$ cat config.mk
export PLATFORM = sky130hd
export DESIGN_NAME = grid_neighbor_enumerator
export DESIGN_NICKNAME = d
export VERILOG_FILES = /design/src/design/gne_pkg.sv /design/src/design/grid_neighbor_enumerator.sv
export SDC_FILE = /design/constraint.sdc
export NUM_CORES = 2
export LEC_CHECK = 0
export BUFFER_PORTS_ARGS = -buffer_cell sky130_fd_sc_hd__buf_2
export CAP_MARGIN = 5
export CORE_ASPECT_RATIO = 1.75
export CORE_MARGIN = 10
export CORE_UTILIZATION = 70
export DETAILED_ROUTE_END_ITERATION = 16
export PLACE_DENSITY = 0.95
export SKIP_CTS_REPAIR_TIMING = 1
export SYNTH_ARGS = -nofsm -noshare
export SYNTH_HDL_FRONTEND = slang
export SYNTH_SLANG_ARGS = --single-unit
$ cat constraint.sdc
create_clock -name clk -period 11.6 [get_ports clk]
set_input_delay 0.58 -clock clk [delete_from_list [all_inputs] [get_ports clk]]
set_output_delay 0.58 -clock clk [all_outputs]
set_load 0.005 [all_outputs]
$ cat src/design/gne_pkg.sv
// Shared widths, register indexes and the candidate offset tables of the grid neighbour enumerator.
`timescale 1ns / 1ps

package gne_pkg;

  localparam int IDX_W = 30;
  localparam int SLOT_W = 5;
  localparam int REG_W = 11;
  localparam int MAX_NEIGHBORS = 18;
  localparam int FACE_COUNT = 6;
  localparam int DIV_STEPS = IDX_W;

  localparam logic [10:0] SIZE_RESET = 11'd64;

  typedef enum logic [1:0] {
    REG_SIZE_X = 2'd0,
    REG_SIZE_Y = 2'd1,
    REG_SIZE_Z = 2'd2
  } cfg_reg_t;

  typedef logic signed [1:0] offset_t;

  // Face offsets first, then the edge offsets in the remaining slots.
  localparam offset_t OFF_DX [MAX_NEIGHBORS] = '{
    -2'sd1, 2'sd0, 2'sd0, 2'sd1, 2'sd0, 2'sd0,
    -2'sd1, 2'sd1, 2'sd0, 2'sd0, -2'sd1, -2'sd1,
    -2'sd1, 2'sd1, 2'sd0, 2'sd0, 2'sd1, 2'sd1
  };
  localparam offset_t OFF_DY [MAX_NEIGHBORS] = '{
    2'sd0, -2'sd1, 2'sd0, 2'sd0, 2'sd1, 2'sd0,
    -2'sd1, -2'sd1, -2'sd1, 2'sd1, 2'sd0, 2'sd0,
    2'sd1, 2'sd1, -2'sd1, 2'sd1, 2'sd0, 2'sd0
  };
  localparam offset_t OFF_DZ [MAX_NEIGHBORS] = '{
    2'sd0, 2'sd0, -2'sd1, 2'sd0, 2'sd0, 2'sd1,
    2'sd0, 2'sd0, -2'sd1, -2'sd1, -2'sd1, 2'sd1,
    2'sd0, 2'sd0, 2'sd1, 2'sd1, -2'sd1, 2'sd1
  };

endpackage

$ cat src/design/grid_neighbor_enumerator.sv
// Top level of the grid neighbour enumerator: sequencer, shared divider and result register.
`timescale 1ns / 1ps

// The block takes the linear index of a vertex in an X*Y*Z grid (x fastest) on the
// input channel (in_valid / in_ready, field vertex_index) and returns, on the output
// channel (out_valid / out_ready), one transfer for each face or edge neighbour that lies
// inside the grid, in the fixed candidate order, with is_last set on the final one.
// A vertex with x+y+z odd only tries its six face neighbours; an even one tries all
// eighteen. An index beyond the grid gives one transfer with bad_index set, and a vertex
// with no neighbour inside the grid gives one transfer with no_neighbor set.
// The grid extents are written through the configuration port (cfg_write, cfg_index,
// cfg_data); the user must write them only while the block is idle, which the block
// itself does not enforce. An extent above 2^COORD_BITS is taken as that cap. The
// extent products X*Y and then X*Y*Z are registered in turn, then the range check runs
// and a bad index result is loaded once the result register is free. Otherwise one shared
// restoring divider, one quotient bit per cycle, decodes x and then y and z, the
// neighbour mask is built in its own state, and the results follow at one candidate
// slot per cycle while the receiver does not stall.
// in_ready is high only while the sequencer is idle. When the receiver stalls the
// sequencer holds its place until the result register frees. Reset sets all three
// extents to 64 and empties the result register.
module grid_neighbor_enumerator #(
  parameter int COORD_BITS = 10
) (
  input  logic                       clk,
  input  logic                       rst,
  input  logic                       cfg_write,
  input  logic [1:0]                 cfg_index,
  input  logic [gne_pkg::REG_W-1:0]  cfg_data,
  input  logic                       in_valid,
  output logic                       in_ready,
  input  logic [gne_pkg::IDX_W-1:0]  vertex_index,
  output logic                       out_valid,
  input  logic                       out_ready,
  output logic [gne_pkg::IDX_W-1:0]  neighbor_index,
  output logic [gne_pkg::SLOT_W-1:0] offset_slot,
  output logic                       is_last,
  output logic                       no_neighbor,
  output logic                       bad_index
);

  // Effective extent width and coordinate width follow from the saturation cap.
  localparam int EW = (COORD_BITS < gne_pkg::REG_W) ? COORD_BITS + 1 : gne_pkg::REG_W;
  localparam int CW = (COORD_BITS < gne_pkg::REG_W) ? COORD_BITS : gne_pkg::REG_W;
  localparam int TW = 3 * EW;
  localparam int CMPW = (TW > gne_pkg::IDX_W) ? TW : gne_pkg::IDX_W;
  localparam int NW = gne_pkg::IDX_W + 2;
  localparam int NB = gne_pkg::MAX_NEIGHBORS;
  localparam logic [gne_pkg::REG_W-1:0] CAP =
    (COORD_BITS < gne_pkg::REG_W) ? gne_pkg::REG_W'(1 << COORD_BITS) : '1;

  typedef enum logic [2:0] {
    S_IDLE, S_MUL1, S_MUL2, S_CHECK, S_DIV, S_MASK, S_EMIT
  } state_t;

  state_t state;

  logic [gne_pkg::REG_W-1:0] size_x, size_y, size_z;
  logic [EW-1:0] sx, sy, sz;

  logic [gne_pkg::IDX_W-1:0]  idx;
  logic [2*EW-1:0]            sxy;
  logic [TW-1:0]              total;
  logic [EW-1:0]              rem;
  logic [gne_pkg::IDX_W-1:0]  quo;
  logic [4:0]                 cnt;
  logic                       phase;
  logic [CW-1:0]              cx, cy, cz;
  logic [NB-1:0]              mask;
  logic [gne_pkg::SLOT_W-1:0] slot;

  // Configuration registers.
  always_ff @(posedge clk) begin
    if (rst) begin
      size_x <= gne_pkg::SIZE_RESET;
      size_y <= gne_pkg::SIZE_RESET;
      size_z <= gne_pkg::SIZE_RESET;
    end else if (cfg_write) begin
      case (cfg_index)
        gne_pkg::REG_SIZE_X: size_x <= cfg_data;
        gne_pkg::REG_SIZE_Y: size_y <= cfg_data;
        gne_pkg::REG_SIZE_Z: size_z <= cfg_data;
        default: ;
      endcase
    end
  end

  // Saturated extents.
  assign sx = EW'((size_x > CAP) ? CAP : size_x);
  assign sy = EW'((size_y > CAP) ? CAP : size_y);
  assign sz = EW'((size_z > CAP) ? CAP : size_z);

  // Shared restoring divider step: one quotient bit per cycle.
  logic [EW-1:0] divisor;
  logic [EW:0]   rem_sh;
  logic          div_ge;
  logic [EW-1:0] rem_new;
  logic [gne_pkg::IDX_W-1:0] quo_new;

  always_comb begin
    divisor = phase ? sy : sx;
    rem_sh  = {rem, quo[gne_pkg::IDX_W-1]};
    div_ge  = (rem_sh >= {1'b0, divisor});
    rem_new = div_ge ? EW'(rem_sh - {1'b0, divisor}) : rem_sh[EW-1:0];
    quo_new = {quo[gne_pkg::IDX_W-2:0], div_ge};
  end

  // A coordinate stays inside its extent after a step of d.
  function automatic logic axis_ok(input logic [CW-1:0] c, input gne_pkg::offset_t d,
                                   input logic [EW-1:0] s);
    logic [EW:0] up;
    up = (EW+1)'(c) + (EW+1)'(1);
    if (d < 0) return (c != '0);
    else if (d > 0) return (up < (EW+1)'(s));
    else return 1'b1;
  endfunction

  logic          odd_sum;
  logic [NB-1:0] mask_next;

  always_comb begin
    odd_sum = cx[0] ^ cy[0] ^ cz[0];
    for (int k = 0; k < NB; k++) begin
      mask_next[k] = ((k < gne_pkg::FACE_COUNT) || !odd_sum) &&
                     axis_ok(cx, gne_pkg::OFF_DX[k], sx) &&
                     axis_ok(cy, gne_pkg::OFF_DY[k], sy) &&
                     axis_ok(cz, gne_pkg::OFF_DZ[k], sz);
    end
  end

  // Neighbour index is the query index moved by dx + dy*X + dz*X*Y.
  gne_pkg::offset_t dx, dy, dz;
  logic [NW-1:0] term_x, term_y, term_z, nb_sum;
  logic [NB-1:0] mask_rest;
  logic          slot_last;

  always_comb begin
    dx = gne_pkg::OFF_DX[slot];
    dy = gne_pkg::OFF_DY[slot];
    dz = gne_pkg::OFF_DZ[slot];
    term_x = (dx < 0) ? '1 : ((dx > 0) ? NW'(1) : '0);
    term_y = (dy < 0) ? -NW'(sx) : ((dy > 0) ? NW'(sx) : '0);
    term_z = (dz < 0) ? -NW'(sxy) : ((dz > 0) ? NW'(sxy) : '0);
    nb_sum = NW'(idx) + term_x + term_y + term_z;
    mask_rest = mask >> slot;
    slot_last = (mask_rest[NB-1:1] == '0);
  end

  logic out_free;
  logic bad_hit;
  logic out_load;
  assign out_free = !out_valid || out_ready;
  assign in_ready = (state == S_IDLE);
  assign bad_hit  = (CMPW'(idx) >= CMPW'(total));

  // A new result enters the result register in this cycle.
  always_comb begin
    case (state)
      S_CHECK: out_load = out_free && bad_hit;
      S_MASK:  out_load = out_free && (mask_next == '0);
      S_EMIT:  out_load = out_free && mask[slot];
      default: out_load = 1'b0;
    endcase
  end

  // Sequencer and result register.
  always_ff @(posedge clk) begin
    if (rst) begin
      state     <= S_IDLE;
      out_valid <= 1'b0;
    end else begin
      out_valid <= out_load || (out_valid && !out_ready);
      case (state)
        S_IDLE: begin
          if (in_valid) begin
            idx   <= vertex_index;
            state <= S_MUL1;
          end
        end
        S_MUL1: begin
          sxy   <= (2*EW)'(sx) * (2*EW)'(sy);
          state <= S_MUL2;
        end
        S_MUL2: begin
          total <= TW'(sxy) * TW'(sz);
          state <= S_CHECK;
        end
        S_CHECK: begin
          if (bad_hit) begin
            if (out_free) begin
              neighbor_index <= '0;
              offset_slot    <= '0;
              is_last        <= 1'b1;
              no_neighbor    <= 1'b0;
              bad_index      <= 1'b1;
              state          <= S_IDLE;
            end
          end else begin
            rem   <= '0;
            quo   <= idx;
            cnt   <= '0;
            phase <= 1'b0;
            state <= S_DIV;
          end
        end
        S_DIV: begin
          if (cnt == 5'(gne_pkg::DIV_STEPS - 1)) begin
            cnt <= '0;
            rem <= '0;
            if (!phase) begin
              // First pass leaves x in the remainder and y + Y*z in the quotient.
              cx    <= rem_new[CW-1:0];
              quo   <= quo_new;
              phase <= 1'b1;
            end else begin
              cy    <= rem_new[CW-1:0];
              cz    <= quo_new[CW-1:0];
              state <= S_MASK;
            end
          end else begin
            cnt <= cnt + 5'd1;
            rem <= rem_new;
            quo <= quo_new;
          end
        end
        S_MASK: begin
          mask <= mask_next;
          slot <= '0;
          if (mask_next == '0) begin
            if (out_free) begin
              neighbor_index <= '0;
              offset_slot    <= '0;
              is_last        <= 1'b1;
              no_neighbor    <= 1'b1;
              bad_index      <= 1'b0;
              state          <= S_IDLE;
            end
          end else begin
            state <= S_EMIT;
          end
        end
        S_EMIT: begin
          if (!mask[slot]) begin
            slot <= slot + gne_pkg::SLOT_W'(1);
          end else if (out_free) begin
            neighbor_index <= nb_sum[gne_pkg::IDX_W-1:0];
            offset_slot    <= slot;
            is_last        <= slot_last;
            no_neighbor    <= 1'b0;
            bad_index      <= 1'b0;
            if (slot_last) state <= S_IDLE;
            else slot <= slot + gne_pkg::SLOT_W'(1);
          end
        end
        default: state <= S_IDLE;
      endcase
    end
  end

  // The two special results never coincide.
  assert property (@(posedge clk) disable iff (rst)
    out_valid |-> !(bad_index && no_neighbor))
    else $error("bad_index and no_neighbor raised together");

  // A special result is a single, empty, final transfer.
  assert property (@(posedge clk) disable iff (rst)
    out_valid && (bad_index || no_neighbor) |->
      is_last && (neighbor_index == '0) && (offset_slot == '0))
    else $error("special result is not a lone empty transfer");

  // Slots stay within the candidate table.
  assert property (@(posedge clk) disable iff (rst)
    out_valid |-> (offset_slot < gne_pkg::SLOT_W'(NB)))
    else $error("offset_slot beyond the candidate table");

  // A waiting result keeps its payload until it is taken.
  assert property (@(posedge clk) disable iff (rst)
    out_valid && !out_ready |=>
      out_valid && $stable({neighbor_index, offset_slot, is_last, no_neighbor, bad_index}))
    else $error("result changed while the receiver stalled");

endmodule
==> results.yml <==
timing:
  fin_tns_setup_ps: 0
  clock.fmax_mhz: 141
  finalHoldViolCount: 0
  fin_crit_ps: 7100
  rsz0062_at_grt: "false"
  fin_crit_sh_pct: 61.2
  drv_slew: 0
  max_slew_margin_pct: 8.99
  fin_skew_ps: 27.0
  tightest_slew_ps: 1360
  fin_hold_ws_ps: 180
  setup_viol: 0
grt:
  overflow: 0
  grt_max_degree: 45
  antenna_found_initial: 2
  grt_pass1_vias: 24300
  track_usage_pct: 33.2
  grt_pass1_wl_um: 126000
layout:
  area_growth_pct: 6.40
  final_util_pct: 75.0
  nets: 3618
  multi_input_area_mm2: 0.0184
  final_cell_mix: "inv_1 (501), fa_1 (318), nand2_1 (288)"
  fill_cells: 2588
  final_common_cell: "inv_1"
  register_area_mm2: 0.00744
  layout-drive-gt1-share_pct: 7.55
worst_hold_path:
  whs_path_depth: 1
  hold_class: "in2reg"
placed_design:
  port_buffers: 87
  hpwl_um: 63200
  place_congestion: 1.06
die:
  initial_utilization_pct: 70.5
  die_w_um: 172
  coreArea_mm2: 0.0399
  die_h_um: 285
  pin_count: 88
  fp-row-count: 97
  dieArea_mm2: 0.0490
worst_setup_path:
  critPathArrivalTime_ps: 7430
  path_depth: 22
  slowest_delay_ps: 780
  ff2ff_path_depth: 22
  critPathSlowestCell: "nor2_1"
  worst-path-buf-inv: 5
  crit_fanout: 27
  cp_cell_sequence: "buf_4 > nor2b_1 > inv_1 > ha_1 > o21ai_0 > or3_1 > nor4_1 > buf_4 > nor2_1 > fa_1 > inv_1 > fa_1 > inv_1 > ha_1 > a21o_1 > a21o_1 > a21oi_1 > o21ai_0 > or3_1 > o211ai_1 > o21ai_0 > mux2i_1"
  cp.required_ps: 11920
  startpoint_type: "flip-flop"
  cp_top_family: "simple AND/OR/NAND/NOR gates"
  end_kind: "flip-flop"
  critPathKind: "reg2reg"
detailed_routing:
  postRouteAntennaNets: 0
  drtIter0Drc: 2348
  drt_pass1_iterations: 7
  wl_per_cell_um: 22.8
  drc: 0
  wl_um: 80200
  num_vias: 22600
  vias_per_cell: 6.41
logic_synthesis:
  synth_nets: 3579
  synth_area_leaders: "edfxtp_1 (24%), fa_1 (23%), ha_1 (11%)"
  syn_avg_cell_area_um2: 9.50
  yosysTopAreaCell: "edfxtp_1"
  ys_seq_elements: 260
  yosysWarningCount: 0
  synth_top_area_share_pct: 23.8
  synthArstFlopShare_pct: 0
  ys.flop_type: "edfxtp_1"
  ys_types: 75
  netlist_area_mm2: 0.0282
  netlist_instances: 2963
  seq_area_frac_synth_pct: 26.4
  synth_edf_count: 223
clock_tree:
  cts_root_buffer: "clkbuf_16"
  cts_tree: "done"
  clk_path_buf_depth: 3
  clk_latency_ps: 580
  cts_htree_levels: 1
  numCtsBuffers: 25
  clkTransAtPathRegs_ps: 60
  cts_num_sinks: 260
status:
  status: "finished, final reports clean"
job:
  maxCapViolations: 0
power_and_ir_drop:
  p_leak_nw: 13.8
  irDropWorstVdd_mv: 0.146
  design_power_total_mw: 3.90
  powerDensity_mw_per_mm2: 130
==> layer usage <==
layer,GRT usage (%),wire length (µm),up-vias
li1,-,-,9778
met1,32.7,24700,10900
met2,58.5,41200,1409
met3,6.23,6550,490
met4,27.8,7650,4
met5,0,30,-
==> Yosys cell counts, types with 15 or more instances <==
cell type    n
mux2i_1     46
fa_1       318
nand3_1     42
and2_1     127
nand4_1     20
mux2_2      31
nor3b_1     17
inv_1      501
nor3_1      52
a21o_1      44
o21a_1      19
xnor2_1     72
ha_1       250
clkbuf_1    97
o21ai_0     77
a211oi_1    15
xor2_1      31
nand2_1    288
nor2b_1     54
nor2_1     240
nor4_1      17
a31oi_1     16
edfxtp_1   223
a21oi_1    110
dfxtp_1     37
and3_1      20
==> area by class of cell <==
type	count	share of cell area, %
Inverter	511	6.40
Multi-Input combinational cell	2081	61.5
Timing Repair Buffer	123	2.36
Clock buffer	35	2.28
Clock inverter	11	0.530
Tap cell	495	2.07
Sequential cell	260	24.8
Antenna cell	1	0.00835
==> path summary, 6_finish.rpt <==
kind | from | endpoint | slack, ps
max reg2reg | size_x[10] | neighbor_index[27] | 4500
min reg2reg | quo[0] | cz[1] | 470
min | vertex_index[3] | idx[3] | 180
max | size_x[10] | neighbor_index[27] | 4500
==> power by group <==
part | switching, mW | internal (mW) | total [mW]
Combinational | 1.05 | 0.671 | 1.72
Clock | 0.384 | 0.485 | 0.869
Sequential | 0.133 | 1.17 | 1.30
==> worst register-to-register path: stages (launching register included) <==
cell,delay [ps]
dfxtp_1,300
buf_4,230
nor2b_1,740
inv_1,440
ha_1,400
o21ai_0,180
or3_1,260
nor4_1,70
buf_4,160
nor2_1,790
fa_1,570
inv_1,80
fa_1,400
inv_1,70
ha_1,290
a21o_1,190
a21o_1,180
a21oi_1,190
o21ai_0,240
or3_1,400
o211ai_1,340
o21ai_0,190
mux2i_1,150
==> sequential cells by signal, indices dropped and copies added, names as in the netlist, 18 cells and up <==
name            count
idx                30
quo                30
total              33
mask               18
neighbor_index     30
sxy                22
==> cells by family after synthesis <==
| family | count (synthesis) | synth area share (%) |
|---|---|---|
| buffers and inverters | 622 | 8.33 |
| flip-flops | 260 | 26.4 |
| AND/OR/NAND/NOR | 949 | 16.4 |
| multiplexers | 82 | 3.28 |
| adder cells (fa/ha/maj) | 568 | 33.7 |
| XOR/XNOR | 103 | 3.20 |
| AO/OA/AOI/OAI | 379 | 8.67 |
==> per-stage QoR <==
step | std cells | setup slack, ps | area (µm²)
final | 3517 | 4500 | 30000
after global routing | 3517 | 4120 | 30000
after CTS | 3516 | 4620 | 30000
after detailed placement | 3470 | 4710 | 29100
after global placement | 3470 | 4890 | 29100
after floorplan | 2963 | 5070 | 28200
Note: power is estimated with default switching activity, not from simulation.
